==> src/sv/ssp_pkg.sv <==
// Package for the slew-limited servo pulse block.
// Holds the opcodes, register indexes, configuration type, stage words and fixed constants.
// No dependencies.
package ssp_pkg;

  typedef enum logic {
    OpSetTarget = 1'b0,
    OpTick      = 1'b1
  } op_e;

  typedef enum logic [2:0] {
    CfgEnabled   = 3'd0,
    CfgMinPulse  = 3'd1,
    CfgMaxPulse  = 3'd2,
    CfgDeadZone  = 3'd3,
    CfgStepSize  = 3'd4,
    CfgStepDelay = 3'd5
  } cfg_idx_e;

  localparam int unsigned CfgIdxW  = 3;
  localparam int unsigned CfgDataW = 16;

  localparam logic [15:0] FullScale = 16'd46080;
  localparam logic [15:0] HomeAngle = 16'd20992;

  // Reciprocals for exact truncating division: x / 45 for x below 2**19 and
  // x / 625 for x below 2**23.
  localparam logic [26:0] Recip45  = 27'd95443718;
  localparam logic [30:0] Recip625 = 31'd1759218605;

  typedef struct packed {
    logic        enabled;
    logic [9:0]  min_pulse_us;
    logic [11:0] max_pulse_us;
    logic [15:0] dead_zone;
    logic [15:0] step_size;
    logic [15:0] step_delay_ms;
  } cfg_t;

  localparam cfg_t CfgReset = '{
    enabled:       1'b0,
    min_pulse_us:  10'd500,
    max_pulse_us:  12'd2500,
    dead_zone:     16'd256,
    step_size:     16'd256,
    step_delay_ms: 16'd20
  };

  typedef struct packed {
    op_e         opcode;
    logic [15:0] target_angle;
    logic [31:0] now_ms;
  } in_word_t;

  typedef struct packed {
    logic signed [21:0] prod;
    logic [15:0]        angle;
  } prod_word_t;

  typedef struct packed {
    logic [11:0] pulse_us;
    logic [15:0] angle;
  } pulse_word_t;

endpackage

==> src/sv/ssp_stream_if.sv <==
// Stream interfaces for the input words and the result words of the servo pulse block.
// Valid/ready handshake; a word moves when both are high at a rising edge. No dependencies.
interface ssp_in_if;
  logic        valid;
  logic        ready;
  logic        opcode;
  logic [15:0] target_angle;
  logic [31:0] now_ms;

  modport source (output valid, opcode, target_angle, now_ms, input ready);
  modport sink (input valid, opcode, target_angle, now_ms, output ready);
endinterface

interface ssp_out_if;
  logic        valid;
  logic        ready;
  logic [11:0] pulse_us;
  logic [13:0] duty;
  logic [15:0] angle_now;

  modport source (output valid, pulse_us, duty, angle_now, input ready);
  modport sink (input valid, pulse_us, duty, angle_now, output ready);
endinterface

==> src/sv/ssp_cfg.sv <==
// Configuration registers of the servo pulse block.
// Depends on ssp_pkg.
module ssp_cfg import ssp_pkg::*; (
  input  logic                clk_i,
  input  logic                rst_ni,
  input  logic                cfg_we_i,
  input  logic [CfgIdxW-1:0]  cfg_idx_i,
  input  logic [CfgDataW-1:0] cfg_data_i,
  output cfg_t                cfg_o
);

  cfg_t cfg_q, cfg_d;

  always_comb begin
    cfg_d = cfg_q;
    if (cfg_we_i) begin
      unique case (cfg_idx_e'(cfg_idx_i))
        CfgEnabled:   cfg_d.enabled       = cfg_data_i[0];
        CfgMinPulse:  cfg_d.min_pulse_us  = cfg_data_i[9:0];
        CfgMaxPulse:  cfg_d.max_pulse_us  = cfg_data_i[11:0];
        CfgDeadZone:  cfg_d.dead_zone     = cfg_data_i;
        CfgStepSize:  cfg_d.step_size     = cfg_data_i;
        CfgStepDelay: cfg_d.step_delay_ms = cfg_data_i;
        default:      cfg_d = cfg_q;
      endcase
    end
  end

  always_ff @(posedge clk_i or negedge rst_ni) begin
    if (!rst_ni) begin
      cfg_q <= CfgReset;
    end else begin
      cfg_q <= cfg_d;
    end
  end

  assign cfg_o = cfg_q;

endmodule

==> src/sv/ssp_core.sv <==
// Input register and angle state of the servo pulse block: target, current angle, step time.
// Depends on ssp_pkg and ssp_stream_if.
module ssp_core import ssp_pkg::*; (
  input  logic        clk_i,
  input  logic        rst_ni,
  ssp_in_if.sink      in_i,
  input  cfg_t        cfg_i,
  output logic        a_valid_o,
  output logic [15:0] a_angle_o,
  input  logic        a_ready_i
);

  logic        in_v_q, in_v_d;
  in_word_t    in_q;
  logic        a_v_q, a_v_d;
  logic [15:0] a_angle_q;
  logic [15:0] target_q, target_d;
  logic [15:0] cur_q, cur_d;
  logic [31:0] last_q, last_d;

  logic        a_free, in_adv, in_take, emit;
  logic [15:0] req_c, req_diff, cur_diff, step_angle;
  logic [31:0] elapsed;
  logic signed [17:0] cur_s, tgt_s, st_s, nxt_s, dif_s, adif_s;
  logic        snap;

  function automatic logic [15:0] abs_diff(input logic [15:0] a, input logic [15:0] b);
    return (a > b) ? a - b : b - a;
  endfunction

  assign a_free    = !a_v_q || a_ready_i;
  assign in_adv    = in_v_q && a_free;
  assign in_i.ready = !in_v_q || a_free;
  assign in_take   = in_i.valid && in_i.ready;

  assign req_c    = (in_q.target_angle > FullScale) ? FullScale : in_q.target_angle;
  assign req_diff = abs_diff(req_c, target_q);
  assign cur_diff = abs_diff(cur_q, target_q);
  assign elapsed  = in_q.now_ms - last_q;

  assign cur_s  = $signed({2'b00, cur_q});
  assign tgt_s  = $signed({2'b00, target_q});
  assign st_s   = $signed({2'b00, cfg_i.step_size});
  assign nxt_s  = (cur_q < target_q) ? cur_s + st_s : cur_s - st_s;
  assign dif_s  = nxt_s - tgt_s;
  assign adif_s = dif_s[17] ? -dif_s : dif_s;
  assign snap   = (cfg_i.step_size != 16'd0) && (adif_s < st_s);
  assign step_angle = snap ? target_q : nxt_s[15:0];

  always_comb begin
    target_d = target_q;
    cur_d    = cur_q;
    last_d   = last_q;
    emit     = 1'b0;
    if (in_adv && cfg_i.enabled) begin
      if (in_q.opcode == OpSetTarget) begin
        if (req_diff > cfg_i.dead_zone) begin
          target_d = req_c;
        end
      end else if (cur_diff <= cfg_i.dead_zone) begin
        cur_d = target_q;
        emit  = 1'b1;
      end else if (elapsed >= {16'd0, cfg_i.step_delay_ms}) begin
        last_d = in_q.now_ms;
        cur_d  = step_angle;
        emit   = 1'b1;
      end
    end
  end

  assign in_v_d = in_take || (in_v_q && !in_adv);
  assign a_v_d  = in_adv ? emit : (a_v_q && !a_ready_i);

  always_ff @(posedge clk_i or negedge rst_ni) begin
    if (!rst_ni) begin
      in_v_q   <= 1'b0;
      a_v_q    <= 1'b0;
      target_q <= HomeAngle;
      cur_q    <= HomeAngle;
      last_q   <= 32'd0;
    end else begin
      in_v_q   <= in_v_d;
      a_v_q    <= a_v_d;
      target_q <= target_d;
      cur_q    <= cur_d;
      last_q   <= last_d;
    end
  end

  always_ff @(posedge clk_i) begin
    if (in_take) begin
      in_q <= '{opcode: op_e'(in_i.opcode), target_angle: in_i.target_angle,
                now_ms: in_i.now_ms};
    end
    if (in_adv && emit) begin
      a_angle_q <= cur_d;
    end
  end

  assign a_valid_o = a_v_q;
  assign a_angle_o = a_angle_q;

  a_angle_range: assert property (@(posedge clk_i) disable iff (!rst_ni)
    (target_q <= FullScale) && (cur_q <= FullScale))
    else $error("Angle state left the 0 to 180 degree range.");

  a_set_silent: assert property (@(posedge clk_i) disable iff (!rst_ni)
    (in_adv && in_q.opcode == OpSetTarget) |=> !a_v_q)
    else $error("A set-target word produced a result.");

  a_disabled_hold: assert property (@(posedge clk_i) disable iff (!rst_ni)
    (in_adv && !cfg_i.enabled) |=> $stable(target_q) && $stable(cur_q) && $stable(last_q))
    else $error("State changed while the servo was disabled.");

  a_emit_angle: assert property (@(posedge clk_i) disable iff (!rst_ni)
    (in_adv && emit) |=> a_v_q && (a_angle_q == cur_q))
    else $error("Emitted angle differs from the updated current angle.");

endmodule

==> src/sv/ssp_map.sv <==
// Angle to pulse width mapping: product stage, then truncating divide by 180 and clamp.
// Depends on ssp_pkg.
module ssp_map import ssp_pkg::*; (
  input  logic        clk_i,
  input  logic        rst_ni,
  input  cfg_t        cfg_i,
  input  logic        a_valid_i,
  input  logic [15:0] a_angle_i,
  output logic        a_ready_o,
  output logic        us_valid_o,
  output pulse_word_t us_o,
  input  logic        us_ready_i
);

  logic        p_v_q, p_v_d, us_v_q, us_v_d;
  prod_word_t  p_q;
  pulse_word_t us_q;

  logic               p_free, us_free, p_take, p_adv;
  logic signed [8:0]  deg_s;
  logic signed [12:0] span_s;
  logic signed [21:0] prod, mag;
  logic [18:0]        quot_in;
  logic [45:0]        quot_prod;
  logic [13:0]        quot;
  logic signed [15:0] quot_s, us_s, lo_s, hi_s;
  logic [11:0]        us_clamp;

  assign us_free   = !us_v_q || us_ready_i;
  assign p_free    = !p_v_q || us_free;
  assign a_ready_o = p_free;
  assign p_take    = a_valid_i && p_free;
  assign p_adv     = p_v_q && us_free;

  assign deg_s  = $signed({1'b0, a_angle_i[15:8]});
  assign span_s = $signed({1'b0, cfg_i.max_pulse_us}) - $signed({3'b000, cfg_i.min_pulse_us});
  assign prod   = 22'(deg_s) * 22'(span_s);

  assign mag       = p_q.prod[21] ? -p_q.prod : p_q.prod;
  assign quot_in   = mag[20:2];
  assign quot_prod = 46'(quot_in) * 46'(Recip45);
  assign quot      = quot_prod[45:32];
  assign quot_s    = p_q.prod[21] ? -$signed({2'b00, quot}) : $signed({2'b00, quot});
  assign lo_s      = $signed({6'd0, cfg_i.min_pulse_us});
  assign hi_s      = $signed({4'd0, cfg_i.max_pulse_us});
  assign us_s      = quot_s + lo_s;

  always_comb begin
    if (us_s < lo_s) begin
      us_clamp = {2'b00, cfg_i.min_pulse_us};
    end else if (us_s > hi_s) begin
      us_clamp = cfg_i.max_pulse_us;
    end else begin
      us_clamp = us_s[11:0];
    end
  end

  assign p_v_d  = p_take || (p_v_q && !us_free);
  assign us_v_d = p_adv || (us_v_q && !us_ready_i);

  always_ff @(posedge clk_i or negedge rst_ni) begin
    if (!rst_ni) begin
      p_v_q  <= 1'b0;
      us_v_q <= 1'b0;
    end else begin
      p_v_q  <= p_v_d;
      us_v_q <= us_v_d;
    end
  end

  always_ff @(posedge clk_i) begin
    if (p_take) begin
      p_q <= '{prod: prod, angle: a_angle_i};
    end
    if (p_adv) begin
      us_q <= '{pulse_us: us_clamp, angle: p_q.angle};
    end
  end

  assign us_valid_o = us_v_q;
  assign us_o       = us_q;

endmodule

==> src/sv/ssp_duty.sv <==
// Duty computation and result register: duty = pulse_us * 65535 / 20000, truncated.
// Depends on ssp_pkg and ssp_stream_if.
module ssp_duty import ssp_pkg::*; (
  input  logic        clk_i,
  input  logic        rst_ni,
  input  logic        us_valid_i,
  input  pulse_word_t us_i,
  output logic        us_ready_o,
  ssp_out_if.source   out_o
);

  logic        out_v_q, out_v_d, take;
  logic [11:0] pulse_q;
  logic [13:0] duty_q;
  logic [15:0] angle_q;
  logic [27:0] scaled;
  logic [53:0] duty_prod;

  assign us_ready_o = !out_v_q || out_o.ready;
  assign take       = us_valid_i && us_ready_o;
  assign out_v_d    = take || (out_v_q && !out_o.ready);

  // Times 65535 is a shift and a subtract; the divide by 20000 is a shift by 5
  // and a reciprocal multiply for 625.
  assign scaled    = {us_i.pulse_us, 16'd0} - {16'd0, us_i.pulse_us};
  assign duty_prod = 54'(scaled[27:5]) * 54'(Recip625);

  always_ff @(posedge clk_i or negedge rst_ni) begin
    if (!rst_ni) begin
      out_v_q <= 1'b0;
    end else begin
      out_v_q <= out_v_d;
    end
  end

  always_ff @(posedge clk_i) begin
    if (take) begin
      pulse_q <= us_i.pulse_us;
      duty_q  <= duty_prod[53:40];
      angle_q <= us_i.angle;
    end
  end

  assign out_o.valid     = out_v_q;
  assign out_o.pulse_us  = pulse_q;
  assign out_o.duty      = duty_q;
  assign out_o.angle_now = angle_q;

endmodule

==> src/sv/servo_slew_limited_pulse_top.sv <==
// Top level of the slew-limited servo pulse block.
// Depends on ssp_pkg, ssp_stream_if, ssp_cfg, ssp_core, ssp_map and ssp_duty.
//
// Channel   Direction  Word
// in_i      sink       opcode, target_angle, now_ms
// out_o     source     pulse_us, duty, angle_now
// cfg       write      cfg_we_i, cfg_idx_i, cfg_data_i
//
// One word is accepted per cycle while the output does not stall; a word that yields a result
// passes the input register, state update, product, divide and clamp, and duty multiply on its
// way to the result register. Reset clears the pipeline valids and returns the angle state and
// the configuration registers to their reset values; there is no clearing pass. A stalled output
// holds each stage that is full, while empty stages upstream keep taking words.
module servo_slew_limited_pulse_top import ssp_pkg::*; (
  input  logic                clk_i,
  input  logic                rst_ni,
  ssp_in_if.sink              in_i,
  ssp_out_if.source           out_o,
  input  logic                cfg_we_i,
  input  logic [CfgIdxW-1:0]  cfg_idx_i,
  input  logic [CfgDataW-1:0] cfg_data_i
);

  cfg_t        cfg;
  logic        a_valid, a_ready;
  logic [15:0] a_angle;
  logic        us_valid, us_ready;
  pulse_word_t us_word;

  ssp_cfg u_cfg (
    .clk_i      (clk_i),
    .rst_ni     (rst_ni),
    .cfg_we_i   (cfg_we_i),
    .cfg_idx_i  (cfg_idx_i),
    .cfg_data_i (cfg_data_i),
    .cfg_o      (cfg)
  );

  ssp_core u_core (
    .clk_i     (clk_i),
    .rst_ni    (rst_ni),
    .in_i      (in_i),
    .cfg_i     (cfg),
    .a_valid_o (a_valid),
    .a_angle_o (a_angle),
    .a_ready_i (a_ready)
  );

  ssp_map u_map (
    .clk_i      (clk_i),
    .rst_ni     (rst_ni),
    .cfg_i      (cfg),
    .a_valid_i  (a_valid),
    .a_angle_i  (a_angle),
    .a_ready_o  (a_ready),
    .us_valid_o (us_valid),
    .us_o       (us_word),
    .us_ready_i (us_ready)
  );

  ssp_duty u_duty (
    .clk_i      (clk_i),
    .rst_ni     (rst_ni),
    .us_valid_i (us_valid),
    .us_i       (us_word),
    .us_ready_o (us_ready),
    .out_o      (out_o)
  );

endmodule

==> src/flat_wrapper.sv <==
// flat-port wrapper written by rule: the top's interface ports become plain ports
module servo_slew_limited_pulse_top_flat import ssp_pkg::*;
  (clk_i, rst_ni, cfg_we_i, cfg_idx_i, cfg_data_i, in_i_valid, in_i_opcode, in_i_target_angle, in_i_now_ms, in_i_ready, out_o_valid, out_o_pulse_us, out_o_duty, out_o_angle_now, out_o_ready);
  ssp_in_if in_i_i ();
  ssp_out_if out_o_i ();
  input  logic clk_i;
  input  logic rst_ni;
  input  logic cfg_we_i;
  input  logic [CfgIdxW-1:0] cfg_idx_i;
  input  logic [CfgDataW-1:0] cfg_data_i;
  input wire logic [$bits(in_i_i.valid)-1:0] in_i_valid;
  input wire logic [$bits(in_i_i.opcode)-1:0] in_i_opcode;
  input wire logic [$bits(in_i_i.target_angle)-1:0] in_i_target_angle;
  input wire logic [$bits(in_i_i.now_ms)-1:0] in_i_now_ms;
  output wire logic [$bits(in_i_i.ready)-1:0] in_i_ready;
  output wire logic [$bits(out_o_i.valid)-1:0] out_o_valid;
  output wire logic [$bits(out_o_i.pulse_us)-1:0] out_o_pulse_us;
  output wire logic [$bits(out_o_i.duty)-1:0] out_o_duty;
  output wire logic [$bits(out_o_i.angle_now)-1:0] out_o_angle_now;
  input wire logic [$bits(out_o_i.ready)-1:0] out_o_ready;
  assign in_i_i.valid = in_i_valid;
  assign in_i_i.opcode = in_i_opcode;
  assign in_i_i.target_angle = in_i_target_angle;
  assign in_i_i.now_ms = in_i_now_ms;
  assign in_i_ready = in_i_i.ready;
  assign out_o_valid = out_o_i.valid;
  assign out_o_pulse_us = out_o_i.pulse_us;
  assign out_o_duty = out_o_i.duty;
  assign out_o_angle_now = out_o_i.angle_now;
  assign out_o_i.ready = out_o_ready;
  servo_slew_limited_pulse_top u_core (.clk_i(clk_i), .rst_ni(rst_ni), .in_i(in_i_i), .out_o(out_o_i), .cfg_we_i(cfg_we_i), .cfg_idx_i(cfg_idx_i), .cfg_data_i(cfg_data_i));
endmodule
==> config.mk <==
export PLATFORM = sky130hd
export DESIGN_NAME = servo_slew_limited_pulse_top_flat
export DESIGN_NICKNAME = d
export VERILOG_FILES = /design/src/sv/ssp_pkg.sv /design/src/sv/ssp_stream_if.sv /design/src/sv/ssp_cfg.sv /design/src/sv/ssp_core.sv /design/src/sv/ssp_map.sv /design/src/sv/ssp_duty.sv /design/src/sv/servo_slew_limited_pulse_top.sv /design/src/flat_wrapper.sv
export SDC_FILE = /design/constraint.sdc
export NUM_CORES = 2
export LEC_CHECK = 0
export ABC_AREA = 0
export BUFFER_PORTS_ARGS = -buffer_cell sky130_fd_sc_hd__clkbuf_2
export CAP_MARGIN = 20
export CORE_MARGIN = 10
export CORE_UTILIZATION = 50
export CTS_CLUSTER_DIAMETER = 200
export DETAILED_ROUTE_END_ITERATION = 8
export GPL_TIMING_DRIVEN = 0
export PLACE_DENSITY_LB_ADDON = 0.08
export SLEW_MARGIN = 30
export SYNTH_ARGS = -nofsm -noshare
export SYNTH_HDL_FRONTEND = slang
export SYNTH_SLANG_ARGS = --single-unit
==> constraint.sdc <==
create_clock -name clk_i -period 11.55 [get_ports clk_i]
set_input_delay 0.5775 -clock clk_i [delete_from_list [all_inputs] [get_ports clk_i]]
set_output_delay 0.5775 -clock clk_i [all_outputs]
set_load 0.02 [all_outputs]
==> impl_results.md <==
- Die Y-Extent: 313 um
- Std cell rows: 107
- Total congestion overflow after global routing: 0
- GR Util All Layers: 0.232
- Min-Delay Path Class: in2reg
- Total length of routed wires: 113000 um
- Sinks on the clock net: 313
- Via Count: 31300
- Post-layout net count: 5916
- Finish-stage setup viols: 12
- Synthesis warning total: 0
- Largest net degree at the start of global routing: 54
- Most frequent cell after synthesis: inv_1
- Violated checks: negative setup slack
- Seq cells post-synth: 313
- Vias in the first global route: 32200
- Proportion of synthesized flip-flops having asynchronous set or reset: 0.447
- Most frequent cells after synthesis: 933 x inv_1, 699 x ha_1, 506 x fa_1
- Fraction of final layout cells with drive strength greater than 1: 0.111
- Synthesized netlist cell count: 4381
- Total CTS buffers: 40
- Min cycle time layout: 12.04 ns
- Part of the Yosys area used for sequential elements: 0.203
- Synthesized cell area: 0.0430 mm2
- Endpoint class of the critical path: flip-flop
- Initial antenna violation count: 3
- Most instantiated flip-flop cell in the synthesis netlist: edfxtp_1
- Outcome: complete, but fails checks
- Slowest cell on crit path: fa_1
- Final worst-path cycle share: 1.04
- Die Footprint: 0.0981 mm2
- Pins over their slew limit: 0
- Worst Setup Path Type: reg2reg
- Area fraction of the dominant cell type after synthesis: 0.236
- Setup Slack @ Placement: -1.74 ns
- Number of hold violations in the final report: 0
- Placed Cells incl. Taps: 5652
- Buffer depth of the longest clock path: 3
- Most frequent cell on the critical path: fa_1
- Number of vias per cell: 5.39
- Worst stage delay on the critical path: 0.56 ns
- Post-CTS clock slew at the launch and capture registers of the worst setup and hold paths: 0.07 ns
- Required time at the worst-slack endpoint: 11.94 ns
- Average detailed-routed wire length per instance: 19.5 um
- Post-Syn Nets: 5659
- Later-pin clock latency in the skew report: 0.61 ns
- Antenna cell count: 0
- Die X: 313 um
- Sort of element at the start of the critical path: flip-flop
- Worst-margin pin slew: 1.01 ns
- Remaining antenna violation count after routing: 0
- Final non-filler cell area: 0.0482 mm2
- Count of TritonRoute iterations in the first routing pass: 5
- Post-detail-place hpwl: 96700 um
- Clock tree root buffer cell: clkbuf_16
- Buffers on Ports: 116
- FILL cells: 7663
- Critical path data arrival time: 12.43 ns
- Number of standard cells in the final layout excluding fillers: 5814
- Number of synthesized flops with an enable pin: 173
- Count of unique library cells instantiated by Yosys: 99
- RSZ-0062 raised after global routing: yes
- Worst max-slew margin expressed relative to the limit: 0.324
- Biggest fanout along the worst timing path: 5
- Standard cell area after detailed placement: 0.0454 mm2
- Setup WS post-layout: -0.492 ns
- Num ports: 117
- Max-cap viol count: 0
- Remaining design rule violation count: 0
- First-pass GRT wire length: 179000 um
- Setup skew after layout: 0.0518 ns
- Area added between synthesis and finish: 12.2%
- Upper clock frequency limit: 83.0 MHz
- Weighted congestion at the end of routability-driven global placement: 0.945
- Depth of the CTS H-tree: 2
- Final core utilization: 0.566
- Number of DRC markers in iteration 0: 2067
- CTS tree: yes
- Mean area per synthesized cell: 9.81 um2
- Initial cell density of the core: 0.504
- Cell type with the highest aggregate area in the netlist: fa_1
- Area of the core region: 0.0853 mm2
- Dominant cells by area after synthesis: fa_1 24%, ha_1 20%, edfxtp_1 12%, inv_1 8.1%, dfrtp_1 6.9%
-- layout make-up --
class,count,area [um2],area share
Inverter,933,3500,0.0726
Multi-Input combinational cell,3058,31300,0.650
Clock buffer,49,1050,0.0219
Buffer,77,309,0.00641
Sequential cell,313,8720,0.181
Clock inverter,25,387,0.00801
Timing Repair Buffer,215,1490,0.0309
Tap cell,1144,1430,0.0297
-- sequential cells by signal, summed over array words and instances, names as in the netlist --
register and cells:
u_core.u_duty.out_o.angle_now 16, u_core.u_core.in_q 49, u_core.u_duty.out_o.duty 14, u_core.u_map.us_valid_o 1, u_core.u_core.in_v_q 1, u_core.u_core.a_angle_o 16
u_core.u_map.us_o 28, u_core.u_core.cur_q 16, u_core.u_duty.out_o.valid 1, u_core.u_core.target_q 16, u_core.u_cfg.cfg_o 71, u_core.u_duty.out_o.pulse_us 12
u_core.u_map.p_v_q 1, u_core.u_core.last_q 32, u_core.u_core.a_valid_o 1, u_core.u_map.p_q 38
-- final timing paths --
kind / startpoint / end / slack (ns) / cells after the start
max in group asynchronous: rst_ni / u_core.u_core.target_q[14] / 10.10 / 4
min reg2reg: u_core.u_map.us_o[15] / u_core.u_duty.out_o.angle_now[15] / 0.39 / 0
max: u_core.u_map.p_q[19] / u_core.u_map.us_o[16] / -0.49 / 49
min in group asynchronous: rst_ni / u_core.u_core.last_q[23] / 0.47 / 2
min: in_i_target_angle[6] / u_core.u_core.in_q[38] / 0.14 / 1
max reg2reg: u_core.u_map.p_q[19] / u_core.u_map.us_o[16] / -0.49 / 49
-- logic make-up after synthesis --
logic type	after synthesis	synth area share
buf+inv	1011	0.0887
simple gates	800	0.0935
fa+ha+maj	1205	0.439
compound gates	806	0.123
flops	313	0.203
mux	61	0.0154
xor+xnor	185	0.0379
-- through the flow --
step / setup TNS, ns / hold WS, ns
after floorplan: -0.0498 / 0.282
after global placement: -20.49 / 0.400
after detailed placement: -19.50 / 0.405
after CTS: -3.66 / 0.0979
after global routing: -10.13 / 0.119
final: -4.85 / 0.137
-- cells in the final DEF, fill, tap and decap left out, drive strengths merged, types with 53 or more instances in the layout --
cell	instances
buf	105
nand2	249
o21ai	214
xnor2	132
nor2	140
dfrtp	119
edfxtp	173
xor2	53
ha	699
and2	72
a21o	124
a21oi	205
clkbuf	235
fa	506
inv	940
-- critical path: cells and delay by family, from the launching register on --
family,cells,cell delay (ns)
AOI/OAI and AO/OA,15,2.82
xor gates and xnor gates,3,0.67
adders and majority gates,9,3.58
buffers and inverters,9,0.92
DFF,1,0.41
muxes,1,0.24
and+or+nand+nor,12,3.18
-- metal layers --
layer	wire [um]	GRT usage	up-vias
met1	52000	0.317	15400
met5	18	0	-
met3	6910	0.0488	153
li1	-	-	15100
met2	51100	0.369	704
met4	3060	0.0630	2
-- what timing repair did --
action                                  CTS  global route
endpoints found under the setup margin   18            41
pin swaps                                49            27
buffers inserted                         58            26
hold buffers                              1             0
gates resized for setup                  86            41
cloned                                    1             0
endpoints found under the hold margin    31             0
Power is left out: the tool's default activity adds up to more than one toggle a clock period on the data nets, which glitch-free logic cannot reach.
